### config.mk
export PLATFORM = sky130hd
export DESIGN_NAME = zero_cross_burst_power_modulator
export DESIGN_NICKNAME = d
export VERILOG_FILES = /design/src/rtl/core/zcb_pkg.sv /design/src/rtl/core/zcb_step.sv /design/src/rtl/core/zero_cross_burst_power_modulator.sv
export SDC_FILE = /design/constraint.sdc
export NUM_CORES = 1
export LEC_CHECK = 0
export ABC_AREA = 1
export BUFFER_PORTS_ARGS = -buffer_cell sky130_fd_sc_hd__buf_4
export CORE_MARGIN = 4
export CORE_UTILIZATION = 30
export CTS_BUF_LIST = sky130_fd_sc_hd__clkbuf_16
export CTS_CLUSTER_DIAMETER = 150
export DETAILED_ROUTE_END_ITERATION = 16
export PLACE_DENSITY = 0.55
export SYNTH_ARGS = -nofsm -noshare
export SYNTH_HDL_FRONTEND = slang
export SYNTH_SLANG_ARGS = --single-unit
### constraint.sdc
create_clock -name aclk -period 15 [get_ports aclk]
set_clock_uncertainty 0.15 [all_clocks]
set_input_delay 2.25 -clock aclk [delete_from_list [all_inputs] [get_ports aclk]]
set_output_delay 2.25 -clock aclk [all_outputs]
set_load 0.1 [all_outputs]
### src/rtl/core/zcb_pkg.sv
// Shared types, constants and the on/off pattern table of the burst-fire power modulator.
`default_nettype none

package zcb_pkg;

    // Power units that make up one mode step.
    localparam int unsigned UNITS_PER_MODE = 15;
    // Highest power mode (table row).
    localparam logic [3:0] MODE_MAX = 4'd8;
    // Number of table columns; the last column index is COLS - 1.
    localparam logic [3:0] COLS = 4'd9;
    localparam logic [3:0] COL_LAST = 4'd8;
    // First column of the offset phase.
    localparam logic [3:0] OFFSET_START = 4'd1;

    // Reciprocal of 15 scaled by 2^16, rounded up so that the quotient is exact
    // for every sum of an 8-bit power and a remainder below 15.
    localparam int unsigned DIV_SHIFT = 16;
    localparam logic [12:0] DIV_RECIP = 13'((65536 + UNITS_PER_MODE - 1) / UNITS_PER_MODE + 1);

    // On/off pattern per mode; bit n is the drive level at column n.
    localparam logic [8:0] PATTERN [0:8] = '{
        9'b000000000,
        9'b000010000,
        9'b001000100,
        9'b001010010,
        9'b010101010,
        9'b110110101,
        9'b111011101,
        9'b111110111,
        9'b111111111
    };

    // Modulator state carried from one crossing to the next.
    typedef struct packed {
        logic [3:0] crossing_index;
        logic       offset_phase;
        logic       round_finished;
        logic [3:0] mode;
        logic [3:0] carry;
    } zcb_state_t;

    // One crossing request.
    typedef struct packed {
        logic [7:0] force_power;
        logic [7:0] power_request;
        logic [1:0] relay_state;
        logic       fault_present;
    } zcb_req_t;

    // One crossing result.
    typedef struct packed {
        logic       drive_on;
        logic [3:0] power_mode;
        logic       round_done;
    } zcb_result_t;

endpackage

`default_nettype wire

### src/rtl/core/zcb_step.sv
// Per-crossing logic: mode refresh, pattern lookup and round sequencing.
`default_nettype none

module zcb_step (
    input  wire zcb_pkg::zcb_state_t  state_cur,
    input  wire zcb_pkg::zcb_req_t    req,
    output zcb_pkg::zcb_state_t       state_next,
    output zcb_pkg::zcb_result_t      result
);

    logic        enable;
    logic [7:0]  power;
    logic [8:0]  total;
    logic [21:0] product;
    logic [4:0]  quotient;
    logic [8:0]  quotient_x15;
    logic [8:0]  remainder;
    logic [3:0]  mode_new;
    logic [3:0]  mode_used;
    logic [3:0]  column;
    logic [3:0]  index_inc;
    zcb_pkg::zcb_state_t state_upd;

    // Drive is allowed without a fault when forced or when a heating relay state is set.
    assign enable = !req.fault_present && ((req.force_power != 8'd0) || (req.relay_state != 2'd0));

    // Divide power plus carried error by fifteen through the scaled reciprocal.
    assign power        = (req.force_power != 8'd0) ? req.force_power : req.power_request;
    assign total        = {1'b0, power} + {5'd0, state_cur.carry};
    assign product      = {13'd0, total} * {9'd0, zcb_pkg::DIV_RECIP};
    assign quotient     = product[zcb_pkg::DIV_SHIFT +: 5];
    assign quotient_x15 = {quotient, 4'd0} - {4'd0, quotient};
    assign remainder    = total - quotient_x15;
    assign mode_new     = (quotient > {1'b0, zcb_pkg::MODE_MAX}) ? zcb_pkg::MODE_MAX
                                                                 : quotient[3:0];

    // Next state and result of a crossing; a disabled crossing clears both.
    always_comb begin
        state_upd = state_cur;
        if (state_cur.round_finished) begin
            state_upd.round_finished = 1'b0;
            state_upd.carry          = remainder[3:0];
            state_upd.mode           = mode_new;
        end

        mode_used = (state_upd.mode > zcb_pkg::MODE_MAX) ? zcb_pkg::MODE_MAX : state_upd.mode;
        column    = (state_cur.crossing_index >= zcb_pkg::COLS) ? zcb_pkg::COL_LAST
                                                                : state_cur.crossing_index;
        index_inc = state_cur.crossing_index + 4'd1;

        result.drive_on   = zcb_pkg::PATTERN[mode_used][column];
        result.power_mode = mode_used;
        result.round_done = 1'b0;

        state_upd.crossing_index = index_inc;
        // Offset phase ends after column 8, plain phase after column 7.
        if (state_cur.offset_phase) begin
            if (index_inc == zcb_pkg::COLS) begin
                state_upd.crossing_index = 4'd0;
                state_upd.offset_phase   = 1'b0;
                state_upd.round_finished = 1'b1;
                result.round_done        = 1'b1;
            end
        end else begin
            if (index_inc == zcb_pkg::COL_LAST) begin
                state_upd.crossing_index = zcb_pkg::OFFSET_START;
                state_upd.offset_phase   = 1'b1;
                state_upd.round_finished = 1'b1;
                result.round_done        = 1'b1;
            end
        end

        // A disabled crossing turns the drive off and clears all state.
        if (!enable) begin
            state_next = '0;
            result     = '0;
        end else begin
            state_next = state_upd;
        end
    end

endmodule

`default_nettype wire

### src/rtl/core/zero_cross_burst_power_modulator.sv
// Top level of the burst-fire zero-cross power modulator with stream ports.
// A crossing request's result is registered and shown in the cycle after acceptance.
// Throughput: one request per cycle unless stalled; the output frees as it is taken.
// A request whose tuser flag is low is an idle tick and yields no result.
// Reset (aresetn low, synchronous) clears the round state and empties the output register.
`default_nettype none

module zero_cross_burst_power_modulator (
    input  wire        aclk,
    input  wire        aresetn,
    input  wire        s_tvalid,
    output logic       s_tready,
    // [7:0] force_power, [15:8] power_request, [17:16] relay_state, [18] fault_present
    input  wire [23:0] s_tdata,
    // [0] line_cross
    input  wire        s_tuser,
    output logic       m_tvalid,
    input  wire        m_tready,
    // [0] drive_on, [4:1] power_mode
    output logic [7:0] m_tdata,
    // round_done
    output logic       m_tlast
);

    zcb_pkg::zcb_state_t  state_reg;
    zcb_pkg::zcb_state_t  state_next;
    zcb_pkg::zcb_req_t    req;
    zcb_pkg::zcb_result_t result;
    zcb_pkg::zcb_result_t result_reg;
    logic                 m_valid_reg;
    logic                 s_fire;
    logic                 cross_fire;

    assign req.force_power   = s_tdata[7:0];
    assign req.power_request = s_tdata[15:8];
    assign req.relay_state   = s_tdata[17:16];
    assign req.fault_present = s_tdata[18];

    // A new request enters whenever the output register is empty or being drained.
    assign s_tready   = !m_valid_reg || m_tready;
    assign s_fire     = s_tvalid && s_tready;
    assign cross_fire = s_fire && s_tuser;

    zcb_step u_step (
        .state_cur  (state_reg),
        .req        (req),
        .state_next (state_next),
        .result     (result)
    );

    // Round state advances only on crossing requests.
    always_ff @(posedge aclk) begin
        if (!aresetn) begin
            state_reg <= '0;
        end else if (cross_fire) begin
            state_reg <= state_next;
        end
    end

    // Output register valid flag.
    always_ff @(posedge aclk) begin
        if (!aresetn) begin
            m_valid_reg <= 1'b0;
        end else if (s_tready) begin
            m_valid_reg <= cross_fire;
        end
    end

    // Output payload.
    always_ff @(posedge aclk) begin
        if (cross_fire) begin
            result_reg <= result;
        end
    end

    assign m_tvalid = m_valid_reg;
    assign m_tdata  = {3'd0, result_reg.power_mode, result_reg.drive_on};
    assign m_tlast  = result_reg.round_done;

    // The column index never leaves the table.
    a_index_range: assert property (@(posedge aclk) disable iff (!aresetn)
        state_reg.crossing_index <= zcb_pkg::COL_LAST)
        else $error("crossing index beyond the last column");

    // The offset phase never starts at column zero.
    a_offset_col: assert property (@(posedge aclk) disable iff (!aresetn)
        state_reg.offset_phase |-> (state_reg.crossing_index != 4'd0))
        else $error("offset phase at column zero");

    // Carried error stays below one mode step and the mode below the cap.
    a_carry_mode: assert property (@(posedge aclk) disable iff (!aresetn)
        (state_reg.carry < 4'd15) && (state_reg.mode <= zcb_pkg::MODE_MAX))
        else $error("carry or mode out of range");

    // A crossing that ends a round leaves a mode refresh pending.
    a_round_refresh: assert property (@(posedge aclk) disable iff (!aresetn)
        (cross_fire && result.round_done) |=> state_reg.round_finished)
        else $error("round ended without a pending mode refresh");

    // A reported round end always restarts at column zero or one.
    a_round_restart: assert property (@(posedge aclk) disable iff (!aresetn)
        (cross_fire && result.round_done) |=>
        ((state_reg.crossing_index == 4'd0) || (state_reg.crossing_index == 4'd1)))
        else $error("round restarted at a wrong column");

endmodule

`default_nettype wire
Word-level counts from Yosys, hierarchy flattened:

Memory sizes are Yosys's and may differ from the RTL's.
Cells that the tools add are included.

* bits of input ports: 29
* memory bits (read-only): 144
* output and inout bits: 11
* memories: 1
* flip-flop bits (word level): 21
* logic and storage cells: 50

* add/subtract/negate cells: 4
* bitwise operators: 1
* eq/ne operators: 3
* $mul: 1
* reductions and logical operators: 10
* muxes and demuxes: 16
* $lt $le $gt $ge: 5

Memories
* (no name shown): words 16, bits a word 9, rd ports 1, clocked after memory_dff 0, write ports 0, line zcb_step.sv:51 `result.drive_on = zcb_pkg::PATTERN[mode_used][column];`

Operator list (number)
* $mul 9x13->21 const B: 1
* $mux 6: 3
* $mux 9: 2
* $mux 8: 2
* $mux 14: 1
* $mux 4: 3
* $add 8x4->9: 1
* $eq 4x4->1 const B: 2
* $reduce_bool 8->1: 1
* $ge 5x5->1 const B: 1
* $gt 5x4->1 const B: 1
* $lt 4x5->1 const B: 1
* $not 4->5: 1
* $add 4x1->4 const B: 1
* $bmux 1 s4: 1
* $ge 4x4->1 const B: 1
* $gt 4x4->1 const B: 1
* $mux 1: 4
* $sub 1x4->4 const A: 1
* $sub 4x4->4: 1
* $logic_and 1x1->1: 3
* $logic_not 1->1: 2
* $logic_or 1x1->1: 2
* $ne 2x2->1 const B: 1
* 2 further kinds: 2

Longest topological paths before layout:

Gate-level depths: netlist of run 1.

* word-level depth: 15
* mapped depth: 45
* mapped depth without buffers: 45

Cells and area by module:

A second synthesis of run 1 with hierarchy kept.

* cell total of the unflattened synthesis: 484
* area total of the unflattened synthesis: 3360.7 um^2

By module, submodules not included
* zcb_step: cells an instance 375, times used 1, seq. area each 0.0 um^2, area each 2468.6 um^2
* zero_cross_burst_power_modulator: cells an instance 109, times used 1, seq. area each 480.5 um^2, area each 892.1 um^2

Worst setup path before layout of run 1:

OpenSTA, ideal clock, no wires.

* path kind: in2reg
* from: input s_tdata[6]
* to: register result_reg, in the netlist m_tdata[0], data pin
* setup time: 141 ps
* cell stages on the path: 42
* arrival time: 7998 ps
* path buffers: 0
* slack: 6711 ps
* required time: 14709 ps
* path through: nor2_1 > nand2_1 > nor2_4 > a21o_2 > ha_1 > inv_1 > fa_1 > nor2_1 > a211oi_1 > nor2_1 > inv_1 > nor2_1 > nand2_1 > inv_1 > ha_1 > inv_1 > fa_1 > fa_1 > [... 6 more ...] > nand2_1 > nand2_1 > xor2_1 > nand3_1 > nand3_4 > nand4_1 > nand2_2 > nor2_1 > a21oi_2 > nor2_2 > inv_2 > ha_1 > o22ai_1 > nor2_1 > a21o_1 > nand2_1 > nand2_1 > a21oi_2

* word-level cells in the longest chain between the ends: 15
* elaborated cells between the ends (all ways): 17
* those cells by class: 1 x add/sub; 1 x mul; 2 x order compare; 8 x mux; 1 x bitwise; 3 x reduce/logical; 1 x memory

Ends and longest elaborated chain
* start, declared: line zero_cross_burst_power_modulator.sv:14 `input wire [23:0] s_tdata,`
* $reduce_bool 8->1: line zcb_step.sv:25, zcb_step.sv:28
* $mux 8: line zcb_step.sv:28 `assign power = (req.force_power != 8'd0) ? req.force_power : req.power_request;`
* $add 8x4->9: line zcb_step.sv:29 `assign total = {1'b0, power} + {5'd0, state_cur.carry};`
* $mul 9x13->21: line zcb_step.sv:30 `assign product = {13'd0, total} * {9'd0, zcb_pkg::DIV_RECIP};`
* $gt 5x4->1: line zcb_step.sv:34 `assign mode_new = (quotient > {1'b0, zcb_pkg::MODE_MAX}) ? zcb_pkg::MODE_MAX`
* $mux 4: line zcb_step.sv:34
* $mux 8: line zcb_step.sv:40 `if (state_cur.round_finished) begin`
* $gt 4x4->1: line zcb_step.sv:46 `mode_used = (state_upd.mode > zcb_pkg::MODE_MAX) ? zcb_pkg::MODE_MAX : state_upd.mode;`
* $mux 4: line zcb_step.sv:46
* $not 4->5 (implied by the code): line zcb_step.sv:51
* $mem_v2 16x9
* $mux 9 (implied by the code) (2 in series): line zcb_step.sv:51
* $bmux 1 s4: line zcb_step.sv:51
* $mux 1 (implied by the code): line zcb_step.sv:51
* end signal, assigned: line zero_cross_burst_power_modulator.sv:72 `result_reg <= result;`
* end, declared: line zero_cross_burst_power_modulator.sv:29 `zcb_pkg::zcb_result_t result_reg;`

Several ways; a longest one is shown, not always the timed one. The select of a mux whose other input is x is not followed.
A chain may end at the register's enable or synchronous reset.

Final worst setup path of run 1:

* from: input s_tdata[5]
* to: register result_reg, in the netlist m_tdata[0], data pin

The elaborated chain is that of the path after synthesis.

==> metrics.yaml, run 1 <==
logic_synthesis:
  synth.distinct_cells: 41
  syn_inst: 406
  syn_area_um2: 2990
  avgSynthCellArea_um2: 7.37
  synth_edf_count: 6
  synth_top_area_cell: "ha_1"
  synth_top_area_frac: 0.243
  synth_ff_type: "dfxtp_1"
  ys_ff_latch: 21
  async_flop_share: 0
  ys_seq_area_frac: 0.161
  yosysWarnings: 0
  synthTopCellsByArea: "ha_1, dfxtp_1, inv_1, nand2_1, fa_1"
clock_tree:
  clk_latency_ns: 0.25
  clock-sinks: 21
  root_buffer: "clkbuf_16"
  post_cts_buffers: 0
  cts_tree: "yes"
  cts_hold_buf: 0
  numCtsBuffers: 3
  cts_max_path_buffers: 2
  cts_resized: 0
  cts.clk_slew.worst_paths_ns: 0.06
  htreeDepth: 1
die:
  rows: 36
  io_pins: 40
  core_um2: 9730
  design.die.area_um2: 11600
  start_util: 0.307
  die_x_um: 108
  die_h_um: 108
routing:
  dr.first_iter.drc_count: 92
  routed_via_density: 4.55
  wire_per_inst_um: 11.1
  ant_nets: 0
  drc: 0
  routed_wl_um: 6350
  drt_pass1_iterations: 4
  vias: 2596
sta:
  max_freq_mhz: 112
  finalSetupViolations: 0
  hold_viol_final: 0
  slew_headroom: 0.565
  fin_setup_tns_ns: 0
  slew_violations: 0
  rsz0062_at_grt: "no"
  fin_crit_ns: 8.91
  worst_pin_slew_ns: 0.650
  finalCritPeriodShare: 0.594
worst_setup_path:
  start_kind: "input port"
  slowest_delay_ns: 0.51
  r2r-start: "state_reg[0]"
  cp_max_fo: 9
  cp_slowest_cell: "fa_1"
  reg2reg_slack_ns: 8.43
  path_buf_inv: 7
  critPathRequiredTime_ns: 14.96
  cpMostUsedCell: "nand2_1"
  endpoint_kind: "register"
  timing.rr.end: "m_tdata[0]"
  critical-path-top-delay-family: "adder cells"
  critPathKind: "in2reg"
  r2r_cells: 38
  worstPathArrival_ns: 8.88
global_routing:
  grt.total_usage: 0.113
  grt_util_met1: 0.146
  grt-busiest-layer: "met2"
  grt_max_degree: 16
  grtUsageMet2: 0.206
  grt_antenna_before_repair: 0
  grt_pass1_vias: 2593
  grt_pass1_wl_um: 11200
  grt_overflow: 0
  use_met3: 0.0126
final_layout:
  fillerInstances: 1057
  fin_cells: 570
  n_antenna_cell: 0
  final_area_um2: 3440
  postLayoutCoreUtil: 0.354
  largest_register_ffs: 14
  fin_nets: 536
  area_delta_synth_final_pct: 15.1
  drive_gt1_frac: 0.156
power_and_ir_drop:
  powerDensity_nw_per_um2: 67.6
  p_leak_nw: 1.76
  ir_drop_mv: 0.0462
placed_design:
  placed_cell_area_um2: 3360
  gp_congestion: 0.813
  port_buffers: 31
  hpwl_um: 5450
  dp.cells: 566
run_status:
  run_status: "finished clean"
min_path:
  min_path_type: "reg2reg"
  hold_path_depth: 2
  hold_start: "state_reg[5]"
  worstHoldEndpoint: "state_reg[5]"
flow_run:
  cap_violations: 0
==> worst max path at each step <==
stage	from	to	slack (ns)	cells past startpoint
5_1_grt	s_tdata[5]	m_tdata[0]	5.39	43
6_report	s_tdata[5]	m_tdata[0]	6.09	43
3_5_place_dp	s_tdata[5]	m_tdata[0]	5.86	43
3_3_place_gp	s_tdata[5]	m_tdata[0]	5.96	43
2_1_floorplan	s_tdata[6]	m_tdata[0]	6.71	42
4_1_cts	s_tdata[5]	m_tdata[0]	6.07	43
==> cell usage in the layout, fill, tap and decap left out, types with 5 or more instances in the layout <==
cell type / count
nand3_2: 6
nand3_1: 17
ha_1: 58
a21oi_1: 29
xor2_1: 11
inv_1: 77
o21ai_0: 5
nand4_1: 7
buf_4: 32
nor2_1: 32
nand2_2: 8
dfxtp_1: 15
nor3_1: 5
fa_1: 11
nand2_1: 74
edfxtp_1: 6
==> area by class of cell <==
type                            instances  area, um^2  area share
Multi-Input combinational cell        300        2180       0.632
Sequential cell                        21         480       0.140
Inverter                               80         300      0.0872
Timing Repair Buffer                   32         240      0.0698
Tap cell                              133         166      0.0483
Clock buffer                            3        75.1      0.0218
Clock inverter                          1        3.75     0.00109
==> power by group <==
| group | switching [W] | internal, W | total [W] |
|---|---|---|---|
| sequential | 0.000000913 | 0.0000598 | 0.0000607 |
| combinational | 0.0000727 | 0.0000442 | 0.000117 |
| clock | 0.0000195 | 0.0000355 | 0.0000549 |
| total | 0.0000931 | 0.000140 | 0.000233 |
==> worst min-delay path, stage by stage (launching register included) <==
cell and delay (ns):
dfxtp_1 0.31, nand2_1 0.06, a21oi_1 0.05
==> per-layer routing <==
metal | wire (um) | vias to the layer above
li1 | - | 1371
met1 | 3100 | 1188
met2 | 3060 | 31
met3 | 138 | 6
met4 | 54 | 0
met5 | 0 | -
==> cell usage after synthesis, types with 3 or more instances <==
| master | number |
|---|---|
| inv_1 | 76 |
| a31oi_1 | 3 |
| xor2_1 | 11 |
| a21oi_2 | 3 |
| fa_1 | 11 |
| nor2_1 | 32 |
| nand4_1 | 7 |
| nand2_1 | 74 |
| nand3_1 | 17 |
| a21o_2 | 3 |
| nand2_2 | 8 |
| edfxtp_1 | 6 |
| clkbuf_1 | 3 |
| o21ai_0 | 5 |
| nand3_2 | 6 |
| nor3_1 | 5 |
| buf_4 | 4 |
| ha_1 | 58 |
| dfxtp_1 | 15 |
| inv_2 | 3 |
| a21o_1 | 3 |
| nand2_4 | 3 |
| a21oi_1 | 29 |
==> cells by family (layout without fill, tap and decap cells) <==
| family | after synthesis | after routing | synth area share |
|---|---|---|---|
| AO/OA/AOI/OAI | 56 | 56 | 0.115 |
| XOR/XNOR | 12 | 12 | 0.0351 |
| adder cells (fa/ha/maj) | 69 | 69 | 0.316 |
| buffers and inverters | 87 | 116 | 0.114 |
| flip-flops | 21 | 21 | 0.161 |
| other | 1 | 3 | 0.00125 |
| AND/OR/NAND/NOR | 160 | 160 | 0.258 |
==> per-stage QoR <==
stage               power [W]  worst slack (ns)  hold slack, ns
finish               0.000233              6.09           0.315
global route         0.000256              5.39           0.338
CTS                  0.000236              6.07           0.315
detailed placement   0.000180              5.86           0.306
global placement     0.000178              5.96           0.302
floorplan            0.000152              6.71           0.295
No activity file was read; power rests on OpenSTA's default activity.
==> run 2: changes to the inputs <==
--- a/config.mk
+++ b/config.mk
@@ -5,14 +5,14 @@
 export SDC_FILE = /design/constraint.sdc
 export NUM_CORES = 1
 export LEC_CHECK = 0
-export ABC_AREA = 1
+export ABC_AREA = 0
 export BUFFER_PORTS_ARGS = -buffer_cell sky130_fd_sc_hd__buf_4
 export CORE_MARGIN = 4
 export CORE_UTILIZATION = 30
 export CTS_BUF_LIST = sky130_fd_sc_hd__clkbuf_16
 export CTS_CLUSTER_DIAMETER = 150
 export DETAILED_ROUTE_END_ITERATION = 16
-export PLACE_DENSITY = 0.55
+export PLACE_DENSITY = 0.57
 export SYNTH_ARGS = -nofsm -noshare
 export SYNTH_HDL_FRONTEND = slang
 export SYNTH_SLANG_ARGS = --single-unit
==> constraint.sdc (replaced) <==
create_clock -name aclk -period 8.1 [get_ports aclk]
set_clock_uncertainty 0.15 [all_clocks]
set_input_delay 1.215 -clock aclk [delete_from_list [all_inputs] [get_ports aclk]]
set_output_delay 1.215 -clock aclk [all_outputs]
set_load 0.1 [all_outputs]
==> metrics.yaml, run 2 <==
clock_tree:
  cts_tree: "yes"
  clk_latency_ns: 0.25
  root_buffer: "clkbuf_16"
  numCtsBuffers: 3
  cts_hold_buf: 0
  clock-sinks: 21
  cts_max_path_buffers: 2
  htreeDepth: 1
  cts.clk_slew.worst_paths_ns: 0.06
die:
  rows: 37
  die_x_um: 110
  io_pins: 40
  design.die.area_um2: 12200
  core_um2: 10300
  die_h_um: 110
  start_util: 0.306
logic_synthesis:
  syn_area_um2: 3140
  async_flop_share: 0
  synth_ff_type: "dfxtp_1"
  synthTopCellsByCount: "ha_1, inv_1, nand2_1"
  ys_ff_latch: 21
  synth_top_area_frac: 0.231
  synth.distinct_cells: 75
  yosysWarnings: 0
  synthTopCellsByArea: "ha_1, dfxtp_1, fa_1, edfxtp_1, inv_1"
  syn_inst: 362
  synth_top_area_cell: "ha_1"
  ys_seq_area_frac: 0.153
  avgSynthCellArea_um2: 8.68
  synth.most_common_cell: "ha_1"
  synth_edf_count: 6
final_layout:
  fillerInstances: 1059
  layout_common_cells: "buf_4, ha_1, inv_1"
  area_delta_synth_final_pct: 30.5
  fin_nets: 531
  n_antenna_cell: 0
  final_common_cell: "buf_4"
  largest_register_ffs: 14
  drive_gt1_frac: 0.329
global_routing:
  grt_max_degree: 17
  grt_antenna_before_repair: 0
  grt_pass1_wl_um: 12300
  grt_pass1_vias: 2696
  grt_overflow: 0
  grt.total_usage: 0.125
power_and_ir_drop:
  p_int_w: 0.000278
  switching_power_w: 0.000167
  p_leak_nw: 1.88
  netSwitchingFraction: 0.376
  ir_drop_mv: 0.0752
  powerDensity_nw_per_um2: 109
  seqPwrFrac: 0.248
  pwr-share-clk: 0.232
  combPwrFrac: 0.520
placed_design:
  hpwl_um: 6180
  port_buffers: 31
  gp_congestion: 0.823
sta:
  max_freq_mhz: 127
  fin_crit_ns: 7.84
  whs_ns: 0.343
  slew_headroom: 0.516
  rsz0062_at_grt: "yes"
  fin_setup_tns_ns: 0
  slew_violations: 0
  hold_viol_final: 0
  finalSetupViolations: 0
  finalCritPeriodShare: 0.968
  worst_pin_slew_ns: 0.719
worst_setup_path:
  critPathRequiredTime_ns: 7.94
  start_kind: "input port"
  slowest_delay_ns: 0.51
  cp_max_fo: 6
  critical-path-top-delay-family: "adder cells"
  cp_slowest_cell: "fa_1"
  cpMostUsedCell: "ha_4"
  path_buf_inv: 4
  endpoint_kind: "register"
  worstPathArrival_ns: 7.68
  critPathKind: "in2reg"
routing:
  dr.first_iter.drc_count: 117
  drt_pass1_iterations: 4
  wire_per_inst_um: 13.0
  ant_nets: 0
  routed_via_density: 4.88
  vias: 2771
  routed_wl_um: 7410
  drc: 0
flow_run:
  cap_violations: 0
run_status:
  run_status: "finished clean"
min_path:
  min_path_type: "reg2reg"
run 2: cell types whose count changed after synthesis, moves of 9 or more:
cell	delta
a21oi_1	-12
inv_1	-32
nand2_1	-42
nand3_1	-11
nor2_1	-9
run 2: what timing repair did:
| item | in CTS | in global routing |
|---|---|---|
| setup buffers | 0 | 4 |
| resized for setup | 0 | 29 |
| endpoints found under the setup margin | 0 | 1 |
run 2: metal layers:
layer  vias up  track usage  wire, um
li1       1426            -         -
met4         0       0.0193        68
met5         -            0         0
met1      1299        0.172      3510
met3         6       0.0146       201
met2        40        0.215      3630
run 2: kinds of logic after synthesis:
logic type               Yosys count  synth area share
AND/OR/NAND/NOR                  100             0.162
AO/OA/AOI/OAI                     97             0.243
adder cells (fa/ha/maj)           69             0.301
buffers and inverters             57            0.0816
flip-flops                        21             0.153
XOR/XNOR                          14            0.0474
multiplexers                       3            0.0103
other                              1           0.00119
run 2: worst register-to-register path, delay by kind of cell (launching register included):
kind                     cells  cell delay, ns
XOR/XNOR                     1            0.21
AND/OR/NAND/NOR              7            1.16
flip-flops                   1            0.32
adder cells (fa/ha/maj)      7            2.24
AO/OA/AOI/OAI                9            1.78
buffers and inverters        4            0.29
run 2: layout make-up:
| class | instances | area (um^2) | area share |
|---|---|---|---|
| Clock buffer | 3 | 75.1 | 0.0183 |
| Timing Repair Buffer | 76 | 578 | 0.141 |
| Multi-Input combinational cell | 286 | 2630 | 0.640 |
| Clock inverter | 1 | 3.75 | 0.000915 |
| Sequential cell | 21 | 480 | 0.117 |
| Tap cell | 136 | 170 | 0.0415 |
| Inverter | 45 | 169 | 0.0412 |
run 2: metrics by stage:
step | instance area, um^2 | worst slack (ns) | std cells | util | power (W)
2_1_floorplan | 3220 | 0.00369 | 364 | - | 0.000257
3_3_place_gp | 3850 | -0.203 | 561 | 0.375 | 0.000316
3_5_place_dp | 3850 | -0.252 | 561 | 0.375 | 0.000320
4_1_cts | 3930 | 0.0113 | 565 | 0.383 | 0.000425
5_1_grt | 4100 | -0.0609 | 568 | 0.399 | 0.000482
6_report | 4100 | 0.256 | 568 | 0.399 | 0.000445
run 2: path summary, 6_finish.rpt:
kind	startpoint	end	slack, ns	depth (start not counted)
max	s_tdata[3]	m_tdata[0]	0.26	32
min reg2reg	state_reg[4]	state_reg[4]	0.34	2
max reg2reg	state_reg[0]	m_tdata[0]	1.69	28
min	state_reg[4]	state_reg[4]	0.34	2
run 2: power groups by stage:
stage / Combinational (W) / Sequential (W) / Clock [W]
6_report: 0.000231 / 0.000110 / 0.000103
5_1_grt: 0.000262 / 0.000111 / 0.000110
4_1_cts: 0.000210 / 0.000110 / 0.000104
3_5_place_dp: 0.000208 / 0.000113 / 0
3_3_place_gp: 0.000204 / 0.000113 / 0
2_1_floorplan: 0.000135 / 0.000122 / 0
==> run 3: changes to the inputs <==
--- a/config.mk
+++ b/config.mk
@@ -9,9 +9,10 @@
 export BUFFER_PORTS_ARGS = -buffer_cell sky130_fd_sc_hd__buf_4
 export CORE_MARGIN = 4
 export CORE_UTILIZATION = 30
-export CTS_BUF_LIST = sky130_fd_sc_hd__clkbuf_16
+export CTS_BUF_LIST = sky130_fd_sc_hd__clkbuf_8 sky130_fd_sc_hd__clkbuf_16
 export CTS_CLUSTER_DIAMETER = 150
 export DETAILED_ROUTE_END_ITERATION = 16
+export HOLD_SLACK_MARGIN = 0.1
 export PLACE_DENSITY = 0.57
 export SYNTH_ARGS = -nofsm -noshare
 export SYNTH_HDL_FRONTEND = slang
==> metrics.yaml, run 3 (synthesized netlist as in run 2, its figures left out) <==
run_status:
  run_status: "finished clean"
die:
  rows: 37
  design.die.area_um2: 12200
  core_um2: 10300
  die_x_um: 110
  io_pins: 40
  start_util: 0.306
  die_h_um: 110
sta:
  finalCritPeriodShare: 0.967
  fin_setup_tns_ns: 0
  whs_ns: 0.346
  finalSetupViolations: 0
  slew_headroom: 0.528
  rsz0062_at_grt: "yes"
  fin_crit_ns: 7.83
  max_freq_mhz: 128
  hold_viol_final: 0
  worst_pin_slew_ns: 0.700
  slew_violations: 0
worst_setup_path:
  critPathRequiredTime_ns: 7.95
  start_kind: "input port"
  worstPathArrival_ns: 7.68
  cpMostUsedCell: "ha_4"
  endpoint_kind: "register"
  critPathKind: "in2reg"
  slowest_delay_ns: 0.51
  cp_max_fo: 6
  cp_slowest_cell: "fa_1"
placed_design:
  gp_congestion: 0.823
  hpwl_um: 6180
  port_buffers: 31
  placed_cell_area_um2: 3850
routing:
  drc: 0
  dr.first_iter.drc_count: 88
  ant_nets: 0
  routed_wl_um: 7380
  vias: 2770
  routed_via_density: 4.88
  wire_per_inst_um: 13.0
  drt_pass1_iterations: 4
clock_tree:
  cts.clk_slew.worst_paths_ns: 0.08
  htreeDepth: 1
  cts_max_path_buffers: 2
  root_buffer: "clkbuf_8"
  clock-sinks: 21
  numCtsBuffers: 3
  cts_tree: "yes"
  clk_latency_ns: 0.26
final_layout:
  layout_common_cells: "buf_4, ha_1, inv_1"
  postLayoutCoreUtil: 0.396
  fin_nets: 531
  drive_gt1_frac: 0.329
  largest_register_ffs: 14
  n_antenna_cell: 0
  area_delta_synth_final_pct: 29.4
  final_area_um2: 4070
  final_common_cell: "buf_4"
global_routing:
  grt.total_usage: 0.124
  grt_pass1_vias: 2699
  grt_pass1_wl_um: 12300
  grt_max_degree: 17
  grt_antenna_before_repair: 0
  grt_overflow: 0
flow_run:
  cap_violations: 0
power_and_ir_drop:
  p_int_w: 0.000246
  switching_power_w: 0.000164
  ir_drop_mv: 0.0610
  powerDensity_nw_per_um2: 101
  combPwrFrac: 0.565
  seqPwrFrac: 0.269
  p_leak_nw: 1.86
  pwr-share-clk: 0.166
  netSwitchingFraction: 0.401
min_path:
  min_path_type: "reg2reg"
[run 3: cell counts in the layout (fill, tap and decap cells not counted)]
Identical to the previous run, type by type.
[run 3: stage by stage]
stage | std cells | setup slack (ns) | power (W)
2_1_floorplan | 364 | 0.00369 | 0.000257
3_3_place_gp | 561 | -0.203 | 0.000316
3_5_place_dp | 561 | -0.252 | 0.000320
4_1_cts | 565 | 0.0258 | 0.000389
5_1_grt | 568 | -0.0427 | 0.000446
6_report | 568 | 0.268 | 0.000410
[run 3: final timing paths]
| check | cells past startpoint | slack [ns] | to | from |
|---|---|---|---|---|
| worst max-delay path | 32 | 0.27 | m_tdata[0] | s_tdata[3] |
| worst min-delay path | 2 | 0.35 | state_reg[4] | state_reg[4] |
| worst max register to register | 28 | 1.69 | m_tdata[0] | state_reg[0] |
| worst min register to register | 2 | 0.35 | state_reg[4] | state_reg[4] |
[run 3: metal layers]
metal	share of wire	vias to the layer above	GRT usage
li1	-	1426	-
met2	0.49	39	0.214
met4	0.0051	0	0.0141
met1	0.48	1301	0.173
met3	0.027	4	0.0128
met5	0	-	0
[run 3: area by class of cell]
type,count,area (um^2)
clock buffer,3,41.3
clock inverter,1,3.75
fill,1067,6210
inverter,45,169
multi-input combinational,286,2630
sequential,21,480
tap,136,170
timing repair buffer,76,578
[run 3: critical path, delay by kind of cell]
kind / cells / cell delay (ns)
simple gates: 10 / 1.83
compound gates: 10 / 1.91
fa+ha+maj: 7 / 2.26
xor+xnor: 1 / 0.21
buf+inv: 4 / 0.26
[run 3: what timing repair did]
item                       in CTS  in global routing
setup buffers                   0                  4
gates resized for setup         0                 29
setup endpoints to repair       0                  1
hold buffers                    0                  0
[run 3: power groups by stage]
stage | Sequential, W | Clock (W) | Combinational, W
3_3_place_gp | 0.000113 | 0 | 0.000204
4_1_cts | 0.000110 | 0.0000690 | 0.000210
3_5_place_dp | 0.000113 | 0 | 0.000208
6_report | 0.000110 | 0.0000680 | 0.000232
5_1_grt | 0.000110 | 0.0000743 | 0.000262
2_1_floorplan | 0.000122 | 0 | 0.000135
